<file path="config.mk">
export PLATFORM = sky130hd
export DESIGN_NAME = edf_periodic_task_scheduler_unit
export DESIGN_NICKNAME = d
export VERILOG_FILES = /design/src/hw/rtl/edfs_pkg.sv /design/src/hw/rtl/edfs_step.sv /design/src/hw/rtl/edf_periodic_task_scheduler_unit.sv
export SDC_FILE = /design/constraint.sdc
export NUM_CORES = 1
export LEC_CHECK = 0
export CAP_MARGIN = 20
export CORE_MARGIN = 2
export CORE_UTILIZATION = 52
export DETAILED_ROUTE_END_ITERATION = 16
export DONT_BUFFER_PORTS = 1
export GPL_ROUTABILITY_DRIVEN = 0
export PLACE_DENSITY = 0.75
export SLEW_MARGIN = 0
export SYNTH_ARGS = -nofsm -noshare
export SYNTH_HDL_FRONTEND = slang
export SYNTH_SLANG_ARGS = --single-unit
</file>
<file path="constraint.sdc">
create_clock -name clk_i -period 8.43 [get_ports clk_i]
set_clock_uncertainty 0.05 [all_clocks]
set_input_delay 0.4215 -clock clk_i [delete_from_list [all_inputs] [get_ports clk_i]]
set_output_delay 0.4215 -clock clk_i [all_outputs]
set_load 0.02 [all_outputs]
</file>
<file path="src/hw/rtl/edfs_pkg.sv">
package edfs_pkg;

  // Sizes of the scheduler
  localparam int NumTasks  = 3;
  localparam int TaskIdxW  = 2;
  localparam int TimeW     = 32;
  localparam int BudgetW   = 16;
  localparam int PeriodW   = 16;
  localparam int CountW    = 2;
  localparam int CfgIdxW   = 3;
  localparam int CfgDataW  = 32;
  localparam int InDataW   = 8;
  localparam int OutDataW  = 40;

  // Register indexes of the configuration port
  typedef enum logic [CfgIdxW-1:0] {
    CfgPeriod0    = 3'd0,
    CfgPeriod1    = 3'd1,
    CfgPeriod2    = 3'd2,
    CfgBudget0    = 3'd3,
    CfgBudget1    = 3'd4,
    CfgBudget2    = 3'd5,
    CfgTasksInUse = 3'd6,
    CfgHorizon    = 3'd7
  } cfg_idx_e;

  // Configuration registers as one bundle
  typedef struct packed {
    logic [NumTasks-1:0][PeriodW-1:0] period;
    logic [NumTasks-1:0][BudgetW-1:0] budget;
    logic [CountW-1:0]                tasks_in_use;
    logic [TimeW-1:0]                 horizon;
  } cfg_t;

  // Per-task scheduling state
  typedef struct packed {
    logic [TimeW-1:0]   deadline;
    logic [BudgetW-1:0] budget;
    logic               ready;
  } task_t;

  // Whole scheduler state
  typedef struct packed {
    logic [TimeW-1:0]         cur_time;
    logic                     miss;
    task_t [NumTasks-1:0]     tasks;
  } sched_t;

  // One result beat
  typedef struct packed {
    logic [TaskIdxW-1:0] running_task;
    logic                idle_tick;
    logic                deadline_missed;
    logic                run_finished;
    logic [TimeW-1:0]    time_now;
  } result_t;

endpackage

</file>
<file path="src/hw/rtl/edfs_step.sv">
module edfs_step (
  input  edfs_pkg::cfg_t    cfg_i,
  input  edfs_pkg::sched_t  state_i,
  input  logic              restart_i,
  output edfs_pkg::sched_t  state_o,
  output edfs_pkg::result_t result_o
);
  import edfs_pkg::*;

  // One scheduling tick: re-arm or detect a miss, drop empty tasks, pick earliest deadline
  always_comb begin
    sched_t                nxt;
    logic                  missed;
    logic                  found;
    logic [TaskIdxW-1:0]   run;
    logic [TimeW-1:0]      best;
    logic [NumTasks-1:0]   active;

    nxt    = state_i;
    missed = 1'b0;
    found  = 1'b0;
    run    = '0;
    best   = '0;

    for (int i = 0; i < NumTasks; i++) begin
      active[i] = cfg_i.tasks_in_use > CountW'(i);
    end

    if (restart_i) begin
      // Reload every task from its registers and clear time
      nxt.cur_time = '0;
      nxt.miss     = 1'b0;
      for (int i = 0; i < NumTasks; i++) begin
        nxt.tasks[i].deadline = TimeW'(cfg_i.period[i]);
        nxt.tasks[i].budget   = cfg_i.budget[i];
        nxt.tasks[i].ready    = 1'b1;
      end
    end else if (!state_i.miss && (state_i.cur_time < cfg_i.horizon)) begin
      // Walk the tasks in order; stop at the first one that is still ready at its deadline
      for (int i = 0; i < NumTasks; i++) begin
        if (active[i] && !missed && (state_i.tasks[i].deadline == state_i.cur_time)) begin
          if (state_i.tasks[i].ready) begin
            missed = 1'b1;
          end else begin
            nxt.tasks[i].deadline = state_i.tasks[i].deadline + TimeW'(cfg_i.period[i]);
            nxt.tasks[i].ready    = 1'b1;
            nxt.tasks[i].budget   = cfg_i.budget[i];
          end
        end
      end

      if (missed) begin
        nxt.miss = 1'b1;
      end else begin
        // Drop tasks with no budget left, then select the earliest deadline
        for (int i = 0; i < NumTasks; i++) begin
          if (active[i] && nxt.tasks[i].ready && (nxt.tasks[i].budget == '0)) begin
            nxt.tasks[i].ready = 1'b0;
          end
          if (active[i] && nxt.tasks[i].ready && (!found || (nxt.tasks[i].deadline < best))) begin
            found = 1'b1;
            best  = nxt.tasks[i].deadline;
            run   = TaskIdxW'(i);
          end
        end

        // Charge one tick to the running task
        for (int i = 0; i < NumTasks; i++) begin
          if (found && (run == TaskIdxW'(i))) begin
            nxt.tasks[i].budget = nxt.tasks[i].budget - BudgetW'(1);
            if (nxt.tasks[i].budget == '0) begin
              nxt.tasks[i].ready = 1'b0;
            end
          end
        end

        nxt.cur_time = state_i.cur_time + TimeW'(1);
      end
    end

    state_o                  = nxt;
    result_o.running_task    = found ? run : '0;
    result_o.idle_tick       = !found;
    result_o.deadline_missed = nxt.miss;
    result_o.run_finished    = nxt.cur_time >= cfg_i.horizon;
    result_o.time_now        = nxt.cur_time;
  end

endmodule

</file>
<file path="src/hw/rtl/edf_periodic_task_scheduler_unit.sv">
// Channel   Dir  Handshake                     Payload
// s_axis    in   s_axis_tvalid_i/tready_o      tdata[0] restart
// m_axis    out  m_axis_tvalid_o/tready_i      tdata: running_task, idle_tick,
//                                              deadline_missed, run_finished, time_now
// cfg       in   cfg_we_i (no wait)            cfg_idx_i, cfg_wdata_i
//
// One tick per cycle unless input tready is low: the whole EDF step (deadline
// compares, re-arm, minimum over three deadlines) sits between the state registers
// and the result register, so a result is registered when its tick beat is accepted.
// An output register plus a skid register let one new beat enter while a result
// waits; input tready drops only when both hold results.
// Reset loads periods 1, budgets 0, one task in use, horizon 1, and the reloaded
// schedule state; no clearing pass.
module edf_periodic_task_scheduler_unit (
  input  logic                               clk_i,
  input  logic                               rst_ni,
  input  logic                               s_axis_tvalid_i,
  output logic                               s_axis_tready_o,
  input  logic [edfs_pkg::InDataW-1:0]       s_axis_tdata_i,  // [0] restart, [7:1] zero
  output logic                               m_axis_tvalid_o,
  input  logic                               m_axis_tready_i,
  // [1:0] running_task, [2] idle_tick, [3] deadline_missed, [4] run_finished,
  // [36:5] time_now, [39:37] zero
  output logic [edfs_pkg::OutDataW-1:0]      m_axis_tdata_o,
  input  logic                               cfg_we_i,
  input  logic [edfs_pkg::CfgIdxW-1:0]       cfg_idx_i,
  input  logic [edfs_pkg::CfgDataW-1:0]      cfg_wdata_i
);
  import edfs_pkg::*;

  cfg_t    cfg_q;
  sched_t  state_q, state_d;
  result_t step_res;
  result_t out_q, skid_q;
  logic    out_valid_q, skid_valid_q;
  logic    in_acc, out_take, restart;

  assign restart         = s_axis_tdata_i[0];
  assign s_axis_tready_o = !skid_valid_q;
  assign in_acc          = s_axis_tvalid_i && s_axis_tready_o;
  assign out_take        = out_valid_q && m_axis_tready_i;

  // Write configuration registers
  always_ff @(posedge clk_i or negedge rst_ni) begin
    if (!rst_ni) begin
      for (int i = 0; i < NumTasks; i++) begin
        cfg_q.period[i] <= PeriodW'(1);
        cfg_q.budget[i] <= '0;
      end
      cfg_q.tasks_in_use <= CountW'(1);
      cfg_q.horizon      <= TimeW'(1);
    end else if (cfg_we_i) begin
      unique case (cfg_idx_e'(cfg_idx_i))
        CfgPeriod0:    cfg_q.period[0]    <= cfg_wdata_i[PeriodW-1:0];
        CfgPeriod1:    cfg_q.period[1]    <= cfg_wdata_i[PeriodW-1:0];
        CfgPeriod2:    cfg_q.period[2]    <= cfg_wdata_i[PeriodW-1:0];
        CfgBudget0:    cfg_q.budget[0]    <= cfg_wdata_i[BudgetW-1:0];
        CfgBudget1:    cfg_q.budget[1]    <= cfg_wdata_i[BudgetW-1:0];
        CfgBudget2:    cfg_q.budget[2]    <= cfg_wdata_i[BudgetW-1:0];
        CfgTasksInUse: cfg_q.tasks_in_use <= cfg_wdata_i[CountW-1:0];
        CfgHorizon:    cfg_q.horizon      <= cfg_wdata_i[TimeW-1:0];
        default:       cfg_q              <= cfg_q;
      endcase
    end
  end

  edfs_step u_step (
    .cfg_i     (cfg_q),
    .state_i   (state_q),
    .restart_i (restart),
    .state_o   (state_d),
    .result_o  (step_res)
  );

  // Advance the schedule state on each accepted beat
  always_ff @(posedge clk_i or negedge rst_ni) begin
    if (!rst_ni) begin
      state_q.cur_time <= '0;
      state_q.miss     <= 1'b0;
      for (int i = 0; i < NumTasks; i++) begin
        state_q.tasks[i].deadline <= TimeW'(1);
        state_q.tasks[i].budget   <= '0;
        state_q.tasks[i].ready    <= 1'b1;
      end
    end else if (in_acc) begin
      state_q <= state_d;
    end
  end

  // Output register with a skid stage behind it
  always_ff @(posedge clk_i or negedge rst_ni) begin
    if (!rst_ni) begin
      out_valid_q  <= 1'b0;
      skid_valid_q <= 1'b0;
    end else if (!out_valid_q || out_take) begin
      if (skid_valid_q) begin
        out_valid_q  <= 1'b1;
        skid_valid_q <= 1'b0;
      end else begin
        out_valid_q  <= in_acc;
      end
    end else if (in_acc) begin
      skid_valid_q <= 1'b1;
    end
  end

  always_ff @(posedge clk_i) begin
    if (!out_valid_q || out_take) begin
      if (skid_valid_q) begin
        out_q <= skid_q;
      end else if (in_acc) begin
        out_q <= step_res;
      end
    end else if (in_acc) begin
      skid_q <= step_res;
    end
  end

  assign m_axis_tvalid_o = out_valid_q;
  assign m_axis_tdata_o  = {3'b000, out_q.time_now, out_q.run_finished,
                            out_q.deadline_missed, out_q.idle_tick, out_q.running_task};

  // Skid holds a result only behind a full output register
  a_skid_behind_out: assert property (@(posedge clk_i) disable iff (!rst_ni)
    skid_valid_q |-> out_valid_q)
    else $error("skid register full while output register empty");

  // Time moves only on an accepted beat
  a_time_on_beat: assert property (@(posedge clk_i) disable iff (!rst_ni)
    !in_acc |=> $stable(state_q.cur_time))
    else $error("time changed without an input beat");

  // Miss flag is sticky until a restart
  a_miss_sticky: assert property (@(posedge clk_i) disable iff (!rst_ni)
    state_q.miss && !(in_acc && restart) |=> state_q.miss)
    else $error("miss flag cleared without restart");

  // Ticks after a miss leave time alone
  a_miss_freezes: assert property (@(posedge clk_i) disable iff (!rst_ni)
    state_q.miss && in_acc && !restart |=> $stable(state_q.cur_time))
    else $error("time advanced after a deadline miss");

endmodule

</file>
==> results summary, run 1 <==
The setup slack of the critical path after layout is -0.118 ns. The worst supply voltage drop on vdd is roughly 0.00021 V. The via count of the first global-routing pass is ~25,000. The final reports fail on negative hold slack, negative setup slack.

The number of setup violations in the final report is 13. Of the cells placed in the final design, the portion with a size suffix greater than 1 is 18.6%. Among all flip-flop cells after synthesis, the most frequent one is sky130_fd_sc_hd__dfrtp_1. The total of buffers placed on input and output ports came out at 0.

The fraction of power consumed by the clock network came out at 27.9%. Setup repair after global routing could not meet its margin everywhere. The share of flip-flops with an asynchronous set or reset after synthesis is about four fifths. The area of the mapped netlist is around 27,000 sq um. For this design, the slowest cell found on the critical path is sky130_fd_sc_hd__or4_4. The cell count after synthesis came out at 3,017. Relative to the synthesized area, the layout overhead comes to 18.0%. The internal cell power is between 4 and 5 mW. The proportion of netlist area held by the largest area contributor came out at about 28%.

The most prevalent standard cell on the critical path is sky130_fd_sc_hd__a21o_1. The mean number of vias per cell is 6.56. The transition time at the pin with the least slew margin is about 1.1 ns.

The peak per-stage delay on the critical path is approximately 0.56 ns. The number of vias after detailed routing came out at between 20,000 and 30,000. The sum of net half-perimeters after detailed placement came out at 60,800 um.

The global router's overall resource usage is ~33%. The die width is about 230 um. The clock transition at the registers of the reported paths came out at roughly 0.060 ns. The static leakage came out at ~15 nW. The total routed wirelength came out at between 90,000 and 100,000 um. The initial antenna violation count came to 8. The floorplan step defined a die boundary enclosing between 50,000 and 60,000 sq um. The number of register bits inferred by synthesis came out at approximately 390. The number of buffers added by the clock tree synthesis step came out at between 40 and 50. The detailed-route DRC error count is 0. Across the run, the number of max-cap violations was 0. The number of hold violations in the final report is 1. The count of routing violations after the opening detailed-route iteration is roughly 3,000. The data arrival time of the critical path came out at 8.97 ns. The number of iterations in the first detailed-routing pass came out at 8.

The biggest area contributor in the post-synthesis netlist is sky130_fd_sc_hd__dfrtp_1. The net switching power came out at approximately 3.0 mW. The synthesized area per cell came out at 8.99 sq um. The critical path is of the reg -> reg type. The number of rows created at floorplan is 83. TritonCTS built the clock tree. Among cell families on the critical path, the largest total delay comes from compound AO/OA/AOI/OAI gates. The combinational share of power is between 30 and 40%. Sequential cells account for between 30% and 40% of the total power.

The per-cell routed wire length is about 24 um. The area of placed instances came out at about 29,000 sq um. Final hold analysis gives a worst-case slack of -0.000994 ns. The minimum period implied by the final worst setup slack came out at 8.55 ns.

The worst path required time is about 9 ns. The worst min-delay path category is in -> reg. The number of synthesized flops with an enable pin came out at between 70 and 80. For this run, the number of Yosys warnings is 0.

For this design the ratio of total power to cell area is ~250 nW/um^2. The proportion of synthesized chip area in sequential cells came out at between 30% and 40%. The area inside the core boundary is just over 50,000 sq um. The relative slew slack came out at 25.4%.

Entering global routing, the biggest net connects roughly 310 pins. The switching part of the total power came out at between 30% and 40%. The flow ran to the end, but the final reports show violations. In this run the clock root is driven by a sky130_fd_sc_hd__clkbuf_16. After the last flow step, the layout net total stands at about 3,400. The final instance area is 32,000 sq um. STA classifies the critical path startpoint as a register. The effective utilization at floorplan is a little over half.

The maximum achievable frequency came out at approximately 0.12 GHz. The floorplan step set the die height to 232 um. The count of distinct cell types in the synthesized netlist came out at a little under 90. The total clock sinks came out at 386. Total power for the finished layout comes to approximately 8.0 mW. 90 I/O pins were placed.

The H-tree depth is 2. STA classifies the critical path endpoint as a register. After layout, the worst path uses 101% of the clock period. The insertion delay of the later-clocked pin in the worst-skew pair is roughly 0.62 ns. The remaining antenna violation count after routing came out at 0. The worst slack after detailed placement is -0.601 ns. The first global-routing pass estimated roughly 140,000 um of wire. The number of max-slew violations in the final report was 0. The global-route congestion overflow total is 0. The longest clock path from root to sink contains 3 buffers.

By area the synthesized netlist is led by sky130_fd_sc_hd__dfrtp_1 28%, sky130_fd_sc_hd__ha_1 8.3%, sky130_fd_sc_hd__edfxtp_1 8.2%. Along the worst path, the maximum fanout reaches 5. The number of buffer and inverter instances along the worst setup path came out at 6.
==> timing repair <==
action | in CTS | in global routing
hold buffers | 37 | 1
setup buffers | 6 | 23
endpoints found under the setup margin | 55 | 55
gates resized for setup | 24 | 140
endpoints found under the hold margin | 493 | 59
cloned | 0 | 2
pin swaps | 7 | 63
==> flip-flops by register name, summed over array words and instances, names as in the netlist <==
register / flops
cfg_q: 130
m_axis_tdata_o: 37
m_axis_tvalid_o: 1
skid_q: 37
skid_valid_q: 1
state_q: 180
==> layout by cell type, fill, tap and decap left out, drive strengths merged, types with 12 or more instances in the layout <==
cell,count
a21o,56
a21oi,156
a22oi,21
a31oi,44
and3,79
buf,230
clkbuf,67
dfrtp,301
dlygate4sd3,36
edfxtp,74
ha,181
inv,105
mux2,139
mux2i,65
nand2,349
nand2b,23
nand3,66
nand4,56
nor2,193
nor2b,25
nor3,73
nor4,36
o211ai,12
o21a,12
o21ai,237
o22ai,24
o31ai,64
or3,14
or4,13
xnor2,148
xor2,122
==> per-stage QoR <==
step / hold WS, ns / TNS, ns / util (%) / instances
finish: -0.000994 / -0.441 / 62.3 / 3863
global route: 0.00177 / -7.26 / 62.3 / 3862
CTS: 0.000323 / 0 / 60.3 / 3828
detailed placement: 0.0885 / -22.67 / 56.0 / 3700
global placement: 0.0882 / -8.46 / 56.0 / 3700
floorplan: 0.0759 / 0 / - / 3019
==> layout make-up <==
cell class	instances	area, sq um
tap	680	851
multi-input combinational	2339	16700
timing repair buffer	268	2320
clock inverter	20	374
antenna	4	10.0
inverter	101	379
fill	3999	19400
clock buffer	65	1310
sequential	386	10000
==> worst register-to-register path, delay by kind of cell (launching register included) <==
kind	cells	cell delay, ns
compound gates	18	3.19
fa+ha+maj	3	0.68
buf+inv	6	0.95
flops	1	0.41
mux	1	0.22
simple gates	11	2.91
==> per-layer routing <==
metal	wire, um	global-route usage [%]
met4	6740	21.9
met5	30	0
met3	9790	6.89
met2	41500	51.6
met1	34500	42.1
==> cells by family after synthesis <==
kind of cell,share of synthesized area [%]
other,0.0138
AND/OR/NAND/NOR,17.3
flip-flops,37.0
adder cells (fa/ha/maj),8.57
XOR/XNOR,8.72
AO/OA/AOI/OAI,16.0
buffers and inverters,4.28
multiplexers,8.18
==> worst paths after layout <==
check                             startpoint            endpoint  slack (ns)  cells past startpoint
setup / recovery                 state_q[48]         state_q[54]       -0.12                     39
hold / removal             s_axis_tdata_i[0]  m_axis_tdata_o[12]      -0.001                      1
setup reg to reg                 state_q[48]         state_q[54]       -0.12                     39
hold reg to reg                     cfg_q[6]            cfg_q[6]        0.46                      1
max in group asynchronous             rst_ni           cfg_q[47]        6.55                      4
min in group asynchronous             rst_ni           cfg_q[25]        0.26                      2
==> cell usage after synthesis, types with 44 or more instances <==
master                     instances
sky130_fd_sc_hd__a21o_1           55
sky130_fd_sc_hd__a21oi_1         155
sky130_fd_sc_hd__a31oi_1          44
sky130_fd_sc_hd__and3_1           78
sky130_fd_sc_hd__clkbuf_1        160
sky130_fd_sc_hd__dfrtp_1         301
sky130_fd_sc_hd__edfxtp_1         74
sky130_fd_sc_hd__ha_1            181
sky130_fd_sc_hd__inv_1           100
sky130_fd_sc_hd__mux2_2          136
sky130_fd_sc_hd__mux2i_1          65
sky130_fd_sc_hd__nand2_1         348
sky130_fd_sc_hd__nand3_1          66
sky130_fd_sc_hd__nand4_1          56
sky130_fd_sc_hd__nor2_1          193
sky130_fd_sc_hd__nor3_1           72
sky130_fd_sc_hd__o21ai_0         217
sky130_fd_sc_hd__o31ai_1          63
sky130_fd_sc_hd__xnor2_1         148
sky130_fd_sc_hd__xor2_1          122
==> power groups by stage <==
stage | Sequential (mW) | Clock (mW) | Combinational, mW
floorplan | 2.49 | 0 | 1.94
global placement | 2.57 | 0 | 2.57
detailed placement | 2.59 | 0 | 2.69
CTS | 2.56 | 2.24 | 2.84
global route | 2.62 | 2.32 | 3.41
finish | 2.59 | 2.23 | 3.18
Note: power is estimated with default switching activity, not from simulation.
==> run 2, diff against run 1 <==
Settings changed: SYNTH_HIERARCHICAL set to 1.
==> results summary, run 2 <==
The flow ran to the end, but the final reports show violations. The final reports fail on negative setup slack. The detailed-route DRC error count came out at 0 (unchanged).

The path class of the tightest hold or removal check is in -> reg. The flip-flop count of the largest register after layout came out at 180 (unchanged). The peak per-stage delay on the critical path came out at 0.56 ns (about the same). The total power consumption of the routed design came out at 9.32 mW (+16%). The total power per unit cell area came to 258 nW/um^2 (+3.2%). The total routed wirelength came out at 97,900 um (+5.8%). By count the netlist is led by 349 x sky130_fd_sc_hd__mux2_2, 301 x sky130_fd_sc_hd__dfrtp_1, 277 x sky130_fd_sc_hd__nand2_1, 258 x sky130_fd_sc_hd__nor2_1, 181 x sky130_fd_sc_hd__ha_1. The layout cell share with drive strength beyond 1 came to 28.8% (+10 points). The most frequent cell after synthesis is sky130_fd_sc_hd__mux2_2.

The number of hold violations in the final report came out at 0 (-1). The synthesized area per cell is 9.38 sq um (+4.3%). The compound-gate portion of the synthesized area is 12.2% (-3.7 points).

The number of cells on the worst hold path is 2 (+1). Among cell families on the critical path, the largest total delay comes from simple AND/OR/NAND/NOR gates. The aggregate negative setup slack is -26.89 ns (-26.45 ns). The H-tree depth came out at 2 (unchanged).

The number of register bits inferred by synthesis came out at 386 (unchanged). The number of rows created at floorplan was 88 (+6.0%). The number of max-cap violations is 0 (unchanged). The number of buffer and inverter instances along the worst setup path is 10 (+4). The static leakage was 16.1 nW (+10%). The main flop type after synthesis is sky130_fd_sc_hd__dfrtp_1. In this run the critical register-to-register path is launched from state_q[17]. The worst path required time was 8.87 ns (about the same). The worst supply voltage drop on vdd came out at 0.000207 V (-3.5%).

The path with the worst hold slack has its endpoint at cfg_q[61]. The number of buffers added by the clock tree synthesis step is 45 (-2.2%). The biggest fanout along the worst timing path is 6 (+1). The placed instance count is 4,067 (+9.9%). The sum of net half-perimeters after detailed placement came out at 63,500 um (+4.3%).

The area inside the core boundary is 57,500 sq um (+12%). The register with the highest flop count is state_q. The area of the mapped netlist was 30,100 sq um (+11%). The maximum achievable frequency came out at 0.110 GHz (-5.8%). In this run the clock root is driven by a sky130_fd_sc_hd__clkbuf_16. The total of buffers placed on input and output ports came out at 0 (unchanged). The data arrival time of the critical path is 9.52 ns (+0.55 ns). The worst setup path is of the reg -> reg kind. The final non-filler cell total came out at 4,268 (+10%). The relative slew slack is 17.2% (-8.2 points). The largest registers in the layout are state_q x180, cfg_q x130. The clock transition at the registers of the reported paths came out at 0.06 ns (about the same). The final instance area is 36,100 sq um (+13%). The area occupied by multi-input gates came out at 19,600 sq um (+17%). STA classifies the critical path startpoint as a register. The effective utilization at floorplan came to 52.4% (-0.35 points). STA classifies the critical path endpoint as a register. The maximum number of pins on one net before global-route repair is 313 (unchanged). The mean number of vias per cell came to 6.35 (-3.2%).

By area the synthesized netlist is led by sky130_fd_sc_hd__dfrtp_1 25%, sky130_fd_sc_hd__mux2_2 13%, sky130_fd_sc_hd__ha_1 7.5%. The post-synthesis instance total came to 3,212 (+6.5%). The count of distinct cell types in the synthesized netlist came to 105 (+21%).

The setup slack of the critical path after layout is -0.647 ns (-0.529 ns). The minimum period implied by the final worst setup slack is 9.08 ns (+0.529 ns). In this run the critical register-to-register path is captured at state_q[112]. The per-cell routed wire length was 22.9 um (-4.2%).

The share of flip-flops with an asynchronous set or reset after synthesis came out at 80.8% (unchanged). The number of nets in the layout is 3,690 (+9.4%). The initial antenna violation count came out at 9 (+1).

The proportion of synthesized chip area in sequential cells was 33.3% (-3.7 points). The footprint of the flip-flops and latches came out at 10,000 sq um (unchanged). The multiplexer fraction of the synthesized cell area came out at 16.9% (+8.7 points). The via count of the first global-routing pass came out at 25,500 (+2.8%). The part of the cycle the worst path needs is 108% (+6.3 points).

The post-synthesis xor/xnor area fraction came out at 7.86% (-0.85 points). The top cell type by total area after synthesis is sky130_fd_sc_hd__dfrtp_1. The global router's overall resource usage came out at 31.2% (-2.0 points). The library cell used most frequently in the layout, excluding fill and tap cells, is sky130_fd_sc_hd__buf_4.

The number of setup violations in the final report is 55 (+42). The number of primary I/O pins is 90 (unchanged). The number of synthesized flops with an enable pin is 74 (unchanged). The proportion of netlist area held by the largest area contributor was 25.0% (-2.8 points). The area enclosed by the die boundary came out at 59,900 sq um (+11%). The global-route congestion overflow total is 0 (unchanged). The area share of fa/ha/maj cells after synthesis is 7.71% (-0.85 points). The insertion delay of the later-clocked pin in the worst-skew pair came out at 0.62 ns (about the same). The transition time at the pin with the least slew margin came out at 1.24 ns (+0.123 ns). The worst hold-check slack is 0.0675 ns (+0.0685 ns). The total of warnings raised by yosys is 6 (+6).

Setup repair after global routing could not meet its margin everywhere. The number of max-slew violations in the final report was 0 (unchanged). The count of routing violations after the opening detailed-route iteration was 3,099 (+4.0%).

The area added between synthesis and finish is 19.9%. The cell with the largest stage delay on the worst path is sky130_fd_sc_hd__dfstp_2. The TritonCTS clock tree is built.

The die width came to 245 um (+5.3%). The number of filler cells placed in the layout is 4,535 (+13%). After synthesis, the largest family of logic cells by area is simple AND/OR/NAND/NOR gates. The simple logic cell fraction of the synthesized area is 16.9% (-0.38 points). The wire length of the first global-routing pass is 146,000 um (+5.2%).

Leaving out fill and tap cells, the most frequent cells in the layout are 344 x sky130_fd_sc_hd__buf_4, 314 x sky130_fd_sc_hd__mux2_2, 300 x sky130_fd_sc_hd__dfrtp_1. The vertical die dimension came out at 245 um (+5.3%). The register-to-register setup slack is -0.65 ns (-0.53 ns).

The total clock sinks is 386 (unchanged). The remaining antenna violation count after routing came out at 0 (unchanged). The number of vias after detailed routing came out at 27,100 (+6.9%). The area of placed instances is 32,400 sq um (+13%).

Among the stages of the critical path, the cell type that occurs most often is sky130_fd_sc_hd__buf_4. The worst reg2reg path depth came out at 46 (+18%). The buffer depth of the longest clock path is 3 (unchanged). In this run the most critical hold path is launched from cfg_idx_i[1]. The number of iterations in the first detailed-routing pass came out at 6 (-2).
-- run 2: cell count changes after synthesis, sizes merged, moves of 47 or more --
| cell | previous run | this run |
|---|---|---|
| nor2 | 193 | 262 |
| buf | 33 | 139 |
| nand2 | 349 | 279 |
| clkbuf | 160 | 93 |
| mux2 | 139 | 362 |
| o31ai | 64 | 17 |
| o21ai | 237 | 166 |
-- run 2: layer usage --
layer  GRT usage, %  wire [um]  up-vias
met5              0         26        -
met4           17.9       6600        4
met3           4.82       8590      393
met2           49.9      44600     1456
met1           40.4      38100    13100
li1               -          -    12100
-- run 2: repair_timing --
item                                   4_1_cts  5_1_grt
buffers inserted                            45       26
gates resized for setup                    121      140
pin swaps                                   68       57
cloned                                       5        0
setup endpoints to repair                   55       55
hold buffers                                34        1
endpoints found under the hold margin      444      145
-- run 2: report_power, final --
part           switching [mW]  internal [mW]
sequential              0.478           2.27
combinational            2.27           2.23
clock                   0.868           1.20
total                    3.62           5.70
-- run 2: stage by stage --
stage	worst slack, ns	utilization (%)
final	-0.647	62.9
after global routing	-0.939	62.9
after CTS	-0.234	61.4
after detailed placement	-0.632	56.5
after global placement	-0.525	56.5
after floorplan	0.0441	-
-- run 2: how the worst max path moves through the flow --
stage	from	endpoint	slack (ns)	cells after the start
floorplan	state_q[154]	state_q[107]	0.04	44
global placement	cfg_q[82]	state_q[58]	-0.53	43
detailed placement	cfg_q[82]	state_q[58]	-0.63	43
CTS	cfg_q[82]	state_q[112]	-0.23	43
global route	state_q[167]	state_q[112]	-0.94	45
finish	state_q[17]	state_q[112]	-0.65	46
-- run 2: cell families (layout without fill, tap and decap cells) --
logic type      Yosys count  count (layout)
buf+inv                 312             592
simple gates           1026            1027
flops                   386             386
mux                     457             457
xor+xnor                268             268
compound gates          578             578
fa+ha+maj               184             184
other cells               1              11
-- run 2: layout make-up --
class	count	area share [%]
inverters	80	0.831
well taps	765	2.65
multi-input cells	2517	54.3
clock inverters	26	0.900
diodes	8	0.0554
repair buffers	428	10.1
flip-flops and latches	386	27.8
clock buffers	58	3.33
